### src/rtl/nfcsb_pkg.sv
// Shared types and constants for the no-four-coplanar set builder.
`default_nettype none
package nfcsb_pkg;
	localparam int CoordW = 4;
	localparam int PointW = 3 * CoordW;
	localparam int StatusW = 3;
	localparam int CountW = 7;
	localparam int DetW = 16;

	typedef enum logic [StatusW-1:0] {
		ST_ADDED     = 3'd0,
		ST_COPLANAR  = 3'd1,
		ST_DUPLICATE = 3'd2,
		ST_FULL      = 3'd3,
		ST_CLEARED   = 3'd4
	} status_t;

	typedef enum logic [6:0] {
		S_IDLE  = 7'b0000001,
		S_DUP   = 7'b0000010,
		S_WAIT  = 7'b0000100,
		S_TRI   = 7'b0001000,
		S_CALC  = 7'b0010000,
		S_ADD   = 7'b0100000,
		S_OUT   = 7'b1000000
	} state_t;

	// controller to datapath
	typedef struct packed {
		logic load;      // capture candidate, clear indices
		logic clear;     // empty the set
		logic dup_step;  // read next entry for duplicate scan
		logic tri_step;  // advance triple indices and read
		logic append;    // write candidate at count
	} cmd_t;

	// datapath to controller
	typedef struct packed {
		logic dup_done;
		logic dup_hit;
		logic full;
		logic tri_done;
		logic det_zero;
	} sts_t;
endpackage
`default_nettype wire

### src/rtl/nfcsb_datapath.sv
// Point store, triple sweep indices and determinant unit.
`default_nettype none
module nfcsb_datapath import nfcsb_pkg::*; #(
	parameter int MaxPoints = 64,
	parameter int IdxW = 6
) (
	input  wire logic clk,
	input  wire logic arst_n,
	input  wire cmd_t cmd,
	input  wire logic [PointW-1:0] cand_in,
	output sts_t sts,
	output logic [IdxW:0] count
);
	logic [PointW-1:0] mem_a [MaxPoints];
	logic [PointW-1:0] mem_b [MaxPoints];
	logic [PointW-1:0] mem_c [MaxPoints];
	logic [PointW-1:0] cand_q, pa_q, pb_q, pc_q;
	logic [IdxW:0] count_q, i_q, j_q, l_q, dcnt_q;
	logic dup_q, rd_v_q, tri_v_q, det_zero_q, det_v_q;
	logic signed [DetW-1:0] m1_q, m2_q, m3_q, ux_q, uy_q, uz_q;
	logic dup_rd, tri_rd;

	assign count = count_q;

	// read only stored entries; fewer than three points leave no triple to test
	assign dup_rd = cmd.dup_step && (dcnt_q < count_q);
	assign tri_rd = cmd.tri_step && (count_q >= (IdxW+1)'(3));

	// three copies of the store give three read ports
	always_ff @(posedge clk) begin
		if (cmd.append) begin
			mem_a[count_q[IdxW-1:0]] <= cand_q;
			mem_b[count_q[IdxW-1:0]] <= cand_q;
			mem_c[count_q[IdxW-1:0]] <= cand_q;
		end
		pa_q <= mem_a[dup_rd ? dcnt_q[IdxW-1:0] : i_q[IdxW-1:0]];
		pb_q <= mem_b[j_q[IdxW-1:0]];
		pc_q <= mem_c[l_q[IdxW-1:0]];
	end

	function automatic logic signed [DetW-1:0] dif(input logic [PointW-1:0] p,
			input logic [PointW-1:0] c, input int ax);
		logic [CoordW-1:0] a, b;
		a = p[PointW-1-CoordW*ax -: CoordW];
		b = c[PointW-1-CoordW*ax -: CoordW];
		return DetW'($signed({1'b0, a})) - DetW'($signed({1'b0, b}));
	endfunction

	logic signed [DetW-1:0] vx, vy, vz, wx, wy, wz, det;
	always_comb begin
		vx = dif(pb_q, cand_q, 0); vy = dif(pb_q, cand_q, 1); vz = dif(pb_q, cand_q, 2);
		wx = dif(pc_q, cand_q, 0); wy = dif(pc_q, cand_q, 1); wz = dif(pc_q, cand_q, 2);
		det = ux_q * m1_q - uy_q * m2_q + uz_q * m3_q;
	end

	// triple index sweep: i<j<l<count
	logic last_tri;
	assign last_tri = (l_q + 1'b1 >= count_q) && (j_q + 2'd2 >= count_q)
		&& (i_q + 2'd3 >= count_q);

	always_ff @(posedge clk or negedge arst_n) begin
		if (!arst_n) begin
			count_q <= '0; i_q <= '0; j_q <= '0; l_q <= '0; dcnt_q <= '0;
			dup_q <= 1'b0; rd_v_q <= 1'b0; tri_v_q <= 1'b0;
			det_zero_q <= 1'b0; det_v_q <= 1'b0; cand_q <= '0;
		end else begin
			rd_v_q <= dup_rd;
			if (rd_v_q && pa_q == cand_q) dup_q <= 1'b1;
			tri_v_q <= tri_rd;
			det_v_q <= tri_v_q;
			if (det_v_q && det == '0) det_zero_q <= 1'b1;
			if (cmd.load) begin
				cand_q <= cand_in;
				i_q <= '0; j_q <= (IdxW+1)'(1); l_q <= (IdxW+1)'(2);
				dcnt_q <= '0; dup_q <= 1'b0; det_zero_q <= 1'b0;
			end
			if (cmd.clear) count_q <= '0;
			if (cmd.append) count_q <= count_q + 1'b1;
			if (dup_rd) dcnt_q <= dcnt_q + 1'b1;
			if (tri_rd) begin
				if (l_q + 1'b1 < count_q) l_q <= l_q + 1'b1;
				else if (j_q + 2'd2 < count_q) begin
					j_q <= j_q + 1'b1; l_q <= j_q + 2'd2;
				end else begin
					i_q <= i_q + 1'b1; j_q <= i_q + 2'd2; l_q <= i_q + 2'd3;
				end
			end
		end
	end

	// stage two: minors and first row
	always_ff @(posedge clk) begin
		m1_q <= vy * wz - vz * wy;
		m2_q <= vx * wz - vz * wx;
		m3_q <= vx * wy - vy * wx;
		ux_q <= dif(pa_q, cand_q, 0);
		uy_q <= dif(pa_q, cand_q, 1);
		uz_q <= dif(pa_q, cand_q, 2);
	end

	always_comb begin
		sts.dup_done = (dcnt_q >= count_q) && !rd_v_q;
		sts.dup_hit  = dup_q;
		sts.full     = count_q >= (IdxW+1)'(MaxPoints);
		sts.tri_done = last_tri || count_q < (IdxW+1)'(3);
		sts.det_zero = det_zero_q;
	end
endmodule
`default_nettype wire

### src/rtl/nfcsb_ctrl.sv
// Controller state machine sequencing scans and the handshake.
`default_nettype none
module nfcsb_ctrl import nfcsb_pkg::*; (
	input  wire logic clk,
	input  wire logic arst_n,
	input  wire logic in_valid,
	input  wire logic in_op,
	output logic in_ready,
	output logic out_valid,
	input  wire logic out_ready,
	output status_t status,
	input  wire sts_t sts,
	output cmd_t cmd
);
	state_t state_q;
	status_t status_q;
	logic [1:0] drain_q;
	logic out_v_q;

	assign status = status_q;
	assign out_valid = out_v_q;
	assign in_ready = (state_q == S_IDLE) && (!out_v_q || out_ready);

	always_comb begin
		cmd = '0;
		unique case (state_q)
			S_IDLE: if (in_valid && in_ready) begin
				cmd.load = 1'b1;
				cmd.clear = !in_op;
			end
			S_DUP:  cmd.dup_step = !sts.dup_done;
			S_TRI:  cmd.tri_step = 1'b1;
			S_ADD:  cmd.append = 1'b1;
			default: ;
		endcase
	end

	always_ff @(posedge clk or negedge arst_n) begin
		if (!arst_n) begin
			state_q <= S_IDLE; out_v_q <= 1'b0; drain_q <= '0;
			status_q <= ST_ADDED;
		end else begin
			if (out_v_q && out_ready) out_v_q <= 1'b0;
			unique case (state_q)
				S_IDLE: if (in_valid && in_ready) begin
					if (!in_op) begin
						status_q <= ST_CLEARED; state_q <= S_OUT;
					end else state_q <= S_DUP;
				end
				S_DUP: if (sts.dup_done) begin
					if (sts.dup_hit) begin
						status_q <= ST_DUPLICATE; state_q <= S_OUT;
					end else if (sts.full) begin
						status_q <= ST_FULL; state_q <= S_OUT;
					end else if (sts.tri_done && !(sts.full)) begin
						// fewer than three points or single triple handled in sweep
						state_q <= S_TRI;
					end else state_q <= S_TRI;
				end
				S_TRI: if (sts.tri_done) begin
					drain_q <= 2'd3; state_q <= S_CALC;
				end
				S_CALC: begin
					drain_q <= drain_q - 1'b1;
					if (drain_q == 2'd0) begin
						if (sts.det_zero) begin
							status_q <= ST_COPLANAR; state_q <= S_OUT;
						end else begin
							status_q <= ST_ADDED; state_q <= S_ADD;
						end
					end
				end
				S_ADD: state_q <= S_OUT;
				S_OUT: begin
					out_v_q <= 1'b1; state_q <= S_IDLE;
				end
				default: state_q <= S_IDLE;
			endcase
		end
	end
endmodule
`default_nettype wire

### src/rtl/no_four_coplanar_set_builder_unit.sv
// Top level of the no-four-coplanar set builder.
// One item at a time. A clear goes straight to S_OUT, which registers its
// result. A try-add first scans the stored points for a duplicate, one entry
// a cycle. It then tests one triple a cycle in a three-stage determinant
// pipe; a full store answers right after the duplicate scan. The next item is
// taken once the output register is empty or its result is accepted.
`default_nettype none
module no_four_coplanar_set_builder_unit import nfcsb_pkg::*; #(
	parameter int MaxPoints = 64
) (
	input  wire logic clk,
	input  wire logic arst_n,
	input  wire logic s_tvalid,
	output logic s_tready,
	input  wire logic [15:0] s_tdata, // op, point_x, point_y, point_z
	output logic m_tvalid,
	input  wire logic m_tready,
	output logic [15:0] m_tdata  // status, set_count
);
	localparam int IdxW = $clog2(MaxPoints);
	cmd_t cmd;
	sts_t sts;
	status_t status;
	logic [IdxW:0] count;
	logic [PointW-1:0] cand;

	assign cand = {s_tdata[4:1], s_tdata[8:5], s_tdata[12:9]};

	nfcsb_ctrl u_ctrl (
		.clk, .arst_n, .in_valid(s_tvalid), .in_op(s_tdata[0]),
		.in_ready(s_tready), .out_valid(m_tvalid), .out_ready(m_tready),
		.status, .sts, .cmd
	);

	nfcsb_datapath #(.MaxPoints(MaxPoints), .IdxW(IdxW)) u_dp (
		.clk, .arst_n, .cmd, .cand_in(cand), .sts, .count
	);

	logic [CountW-1:0] cnt7;
	assign cnt7 = CountW'(count);
	assign m_tdata = {6'd0, cnt7, status};
endmodule
`default_nettype wire

### config.mk
export PLATFORM = sky130hd
export DESIGN_NAME = no_four_coplanar_set_builder_unit
export DESIGN_NICKNAME = d
export VERILOG_FILES = /design/src/rtl/nfcsb_pkg.sv /design/src/rtl/nfcsb_datapath.sv /design/src/rtl/nfcsb_ctrl.sv /design/src/rtl/no_four_coplanar_set_builder_unit.sv
export SDC_FILE = /design/constraint.sdc
export NUM_CORES = 2
export LEC_CHECK = 0
export BUFFER_PORTS_ARGS = -buffer_cell sky130_fd_sc_hd__buf_2
export CAP_MARGIN = 20
export CORE_ASPECT_RATIO = 0.6
export CORE_MARGIN = 2
export CORE_UTILIZATION = 50
export CTS_CLUSTER_SIZE = 8
export DETAILED_ROUTE_END_ITERATION = 10
export HOLD_SLACK_MARGIN = 0.15
export PLACE_DENSITY = 0.65
export SYNTH_ARGS = -nofsm -noshare
export SYNTH_HDL_FRONTEND = slang
export SYNTH_SLANG_ARGS = --single-unit
### constraint.sdc
create_clock -name clk -period 8.7 [get_ports clk]
set_input_delay 1.74 -clock clk [delete_from_list [all_inputs] [get_ports clk]]
set_output_delay 1.74 -clock clk [all_outputs]
set_load 0.02 [all_outputs]
# Word-level counts from Yosys, hierarchy flattened
# Memories as Yosys holds them, arrays and structs flattened. A register that Yosys moved wholly into a read port is not among the register bits.
# Cells that the tools add are included.
[totals]
inputBits = 20
out_inout_bits = 18
n_memories = 3
word_cells = 157
reg_bits = 161
ramBits = 2304
[mem_list]
columns = ["name", "words", "word_bits", "read_ports", "rd_clocked_by_memory_dff", "wr", "line", "source"]
rows = [
  ["u_dp.mem_a", 64, 12, 1, 1, 1, "nfcsb_datapath.sv:14", "logic [PointW-1:0] mem_a [MaxPoints];"],
  ["u_dp.mem_b", 64, 12, 1, 1, 1, "nfcsb_datapath.sv:15", "logic [PointW-1:0] mem_b [MaxPoints];"],
  ["u_dp.mem_c", 64, 12, 1, 1, 1, "nfcsb_datapath.sv:16", "logic [PointW-1:0] mem_c [MaxPoints];"],
]
[op_classes]
n_mux = 49
n_lt_le_gt_ge = 10
add_sub_neg = 23
mul = 9
eq_ne = 13
n_reduce_logical = 29
[ops]
columns = ["op", "n"]
rows = [
  ["two-way mux 7 bit", 24],
  ["multiplier 16 x 16 -> 16 bit", 9],
  ["subtractor 16 bit", 4],
  ["subtractor 4 x 4 -> 5 bit", 9],
  ["adder 7 x 1 -> 7 bit (second input constant)", 5],
  ["case mux 7 bit (5 select lines)", 1],
  [">= comparator 7 bit", 4],
  ["adder 7 x 2 -> 7 bit (second input constant)", 3],
  ["< comparator 7 bit", 3],
  ["two-way mux 3 bit", 6],
  ["adder 16 bit", 1],
  ["logical NOT 16 bit", 1],
  ["nonzero test 2 bit", 7],
  ["equality test 12 bit", 1],
  ["two-way mux 1 bit", 12],
  ["logical AND 1 bit", 10],
  ["case mux 3 bit (3 select lines)", 1],
  ["equality test 7 x 1 -> 1 bit (second input constant)", 1],
  ["equality test 7 x 2 -> 1 bit (second input constant)", 1],
  ["equality test 7 x 4 -> 1 bit (second input constant)", 1],
  ["equality test 7 x 5 -> 1 bit (second input constant)", 1],
  ["equality test 7 x 6 -> 1 bit (second input constant)", 1],
  ["equality test 7 bit (second input constant)", 1],
  [">= comparator 7 x 2 -> 1 bit (second input constant)", 1],
  ["16 further kinds", 25],
]

# Longest topological paths before layout
[logic_depth]
word_depth = 10
mapped_depth = 29
mapped_depth_nobuf = 28

# Hierarchy
# Synthesis repeated with hierarchy kept, for this count alone.
[hier_totals]
hier_cells = 5543
area_unflattened_um2 = 66237.3
[modules_own_cells]
columns = ["module", "cells_each", "area_each_um2", "seq_area_each_um2", "instances"]
rows = [
  ["nfcsb_datapath", 5457, 65425.2, 26045.0, 1],
  ["nfcsb_ctrl", 79, 763.2, 301.5, 1],
  ["no_four_coplanar_set_builder_unit", 7, 48.8, 0.0, 1],
]

# Worst setup path after synthesis
# Ideal clock, no wire load.
[synth_timing]
kind = "flip-flop to flip-flop"
startpoint = "reg u_dp.ux_q[14]"
endpoint = "reg u_dp.det_zero_q"
setup_time_ns = 0.110
t_required_ns = 8.590
stages_incl_launch_ff = 24
n_path_buf = 1
t_arrival_ns = 7.460
setup_slack_ns = 1.130
period_less_slack_ns = 7.570
path_cell_list = "dfxtp_1 > clkbuf_1 > and2_1 > inv_1 > fa_1 > fa_1 > fa_1 > fa_1 > fa_1 > fa_1 > fa_1 > fa_1 > fa_1 > inv_1 > ha_1 > and3_1 > a21oi_1 > o21ai_0 > o41ai_1 > nor2_1 > a2111oi_0 > o21bai_1 > xnor2_1 > o41ai_1"
[synth_via]
elab_chain_cells = 6
[synth_lines]
columns = ["element", "line", "source"]
rows = [
  ["from (decl)", "nfcsb_datapath.sv:20", "logic signed [DetW-1:0] m1_q, m2_q, m3_q, ux_q, uy_q, uz_q;"],
  ["from (signal assigned)", "nfcsb_datapath.sv:96", "ux_q <= dif(pa_q, cand_q, 0);"],
  ["multiplier 16 x 16 -> 16 bit", "nfcsb_datapath.sv:53", "det = ux_q * m1_q - uy_q * m2_q + uz_q * m3_q;"],
  ["subtractor 16 bit", "nfcsb_datapath.sv:53", ""],
  ["adder 16 bit", "nfcsb_datapath.sv:53", ""],
  ["logical NOT 16 bit", "nfcsb_datapath.sv:71", "if (det_v_q && det == '0) det_zero_q <= 1'b1;"],
  ["logical AND 1 bit", "nfcsb_datapath.sv:71", ""],
  ["nonzero test 2 bit (no line)", "--", ""],
  ["to (signal assigned)", "nfcsb_datapath.sv:65", "det_zero_q <= 1'b0; det_v_q <= 1'b0; cand_q <= '0;"],
  ["to (signal assigned)", "nfcsb_datapath.sv:71", ""],
  ["to (signal assigned)", "nfcsb_datapath.sv:75", "dcnt_q <= '0; dup_q <= 1'b0; det_zero_q <= 1'b0;"],
  ["to (decl)", "nfcsb_datapath.sv:19", "logic dup_q, rd_v_q, tri_v_q, det_zero_q, det_v_q;"],
]
# Every way passes these cells.
# A chain may end at the register's enable or synchronous reset.

# Final worst setup path
# Same ends and word-level chain as after synthesis.

==> metrics.txt <==
status=finished, final reports clean; Residual DRC=0; Hold Path Sink=u_dp.det_v_q; CP arrival=8770 ps; reg-to-reg startpoint=u_dp.ux_q[14]; MaxCap Viol Count=0; Ys Warns=0; Hold Fails Final Rpt=0; Initial DRC Count=7648; Resize count post-CTS=0; met3 routed WL=42500 um; Post-CTS Setup Bufs=0; area of the multi-input gates=36200 um^2; setup_tns=0 ps; Slew Viols, Final=0; clock skew=53.5 ps; crit share post-route=93.8%; core area=131000 um^2; initial antenna violation count=16; Port Buffers=28; register area=26700 um^2; drt first pass iters=6; height of the chip=286 um; CTS root buf=clkbuf_16; post-DP HPWL=153000 um; Startpoint Class=flip-flop; post-synthesis instance area=66200 um^2; r2r worst-path depth=22; setup slack after layout=542 ps; Total GRT Usage=32.9%; Yosys cell types=64; met2 wire len=82300 um; TritonCTS Buffers=135; uppermost layer routed=met5; asr flop ratio synth=6.87%; Slew HR=10.5%; Worst-Margin Slew=1340 ps; RSZ-0062 raised after global routing=false; reg2reg end=u_dp.det_zero_q; clock slew at reported path FFs=50 ps; FF+latch count, synth=931; Final min period=8160 ps; gpl congestion=0.965; WL met1=90500 um; prevailing post-synth register cell=edfxtp_1; Vias/cell=6.54; H-tree Lvls=4; Clock Latency Late Sink=780 ps; DR vias=46.8k; Post-Syn Area per Cell=12.4 um^2; Min-Delay Path Class=reg2reg; Overflow after GRT=0; crit end category=flip-flop; placed cell count=6957; CTS tree=yes; CTS Sinks=931; die width=474 um; Post-Syn Instances=5348; first-pass GRT wire length=320000 um; Routed WL=222000 um; Initial Util=50.3%; die area=135000 um^2; cell area after placement=68600 um^2; Post-synth EDFFs=768; Setup WS pre-CTS=499 ps; hold path start=u_dp.tri_v_q; CP required=9320 ps; vias in the first global route=45.3k; Clock Path Buffers=3; final non-filler cell total=7161; crit path max fanout=7; sequential fraction of the synthesis area=40.3%; layout cells sized above 1=15.3%; commonest non-fill, non-tap cell in the layout=edfxtp_1; row count=103; Routed WL per cell=31.0 um; cts hold-fix bufs=0; filler instances=10.9k; Boundary Pins=38; r2r setup slk=540 ps; most frequent cells in the layout=edfxtp_1, inv_1, nand2_1; # setup viols final=0; Area growth syn-to-layout=9.72%; f_max=123 MHz; nets=6119; largest net degree at the start of global routing=150; post-route cell area=72600 um^2; post-route ant nets=0; worst hold path depth=0; Crit Path Category=reg2reg
## kinds of logic after synthesis
family,after synthesis,share of synthesized area [%]
AND/OR/NAND/NOR,1314,8.99
adder cells (fa/ha/maj),731,18.6
buffers and inverters,883,5.26
AO/OA/AOI/OAI,595,5.62
XOR/XNOR,152,2.01
multiplexers,741,19.3
other,1,0.00567
flip-flops,931,40.3
## worst max path at each step
stage                       start         endpoint  slack (ps)  cells past startpoint
floorplan           u_dp.ux_q[14]  u_dp.det_zero_q        1130                     23
global placement    u_dp.ux_q[14]  u_dp.det_zero_q         680                     23
detailed placement  u_dp.ux_q[14]  u_dp.det_zero_q         500                     22
CTS                 u_dp.ux_q[14]  u_dp.det_zero_q         490                     23
global route        u_dp.ux_q[14]  u_dp.det_zero_q          20                     22
finish              u_dp.ux_q[14]  u_dp.det_zero_q         540                     22
## cells in the mapped netlist (41+ instances only)
cell type,n,area (um^2)
mux4_2,425,9570
fa_1,418,8370
and2_1,131,820
inv_1,572,2150
a21oi_1,95,475
o2111ai_1,45,394
edfxtp_1,768,23100
buf_2,59,295
buf_1,41,154
xnor2_1,112,981
o22ai_1,141,882
o21ai_0,148,741
nand3_1,174,871
nand2_1,507,1900
a21o_1,48,360
ha_1,313,3920
dfxtp_1,99,1980
dfrtp_1,63,1580
clkbuf_1,192,721
nor2_1,334,1250
mux2i_1,310,3100
## routing by layer
| metal | vias to the layer above | track usage (%) |
|---|---|---|
| met4 | 20 | 9.07 |
| li1 | 19296 | - |
| met1 | 23441 | 49.4 |
| met3 | 477 | 17.7 |
| met2 | 3599 | 40.4 |
| met5 | - | 0 |
## critical path, cell delays in order, from the launching register on
cell       delay [ps]
dfxtp_1           470
and2_1            230
inv_1              80
fa_1              600
fa_1              590
fa_1              600
fa_1              440
fa_1              580
fa_1              450
fa_1              560
fa_1              440
fa_1              490
inv_1              40
ha_1              320
and3_1            170
a21oi_1           110
o21ai_0           160
o41ai_1           490
nor2_1            100
a2111oi_0         450
o21bai_1          130
xnor2_1           160
o41ai_1           370
## area by class of cell
cell class	instances	share of cell area, %
Multi-Input combinational cell	3539	49.9
Inverter	573	2.96
Clock buffer	178	4.92
Tap cell	1732	2.99
Timing Repair Buffer	188	2.04
Clock inverter	16	0.429
Antenna cell	4	0.0138
Sequential cell	931	36.8
## stage by stage
stage          util [%]  hold WS, ps
6_report           55.2          394
5_1_grt            55.2          402
4_1_cts            55.2          404
3_5_place_dp       52.2          370
3_3_place_gp       52.2          369
2_1_floorplan         -          331
## registers in the layout, summed over array words and instances (netlist names), 12 cells and up
signal / cells
u_dp.pc_q: 12
u_dp.m2_q: 16
u_dp.pa_q: 12
u_dp.mem_c: 396
u_dp.m1_q: 16
u_dp.cand_q: 12
u_dp.m3_q: 16
u_dp.pb_q: 12
u_dp.mem_b: 372
Power is left out: the tool's default activity adds up to more than one toggle a clock period on the data nets, which glitch-free logic cannot reach.
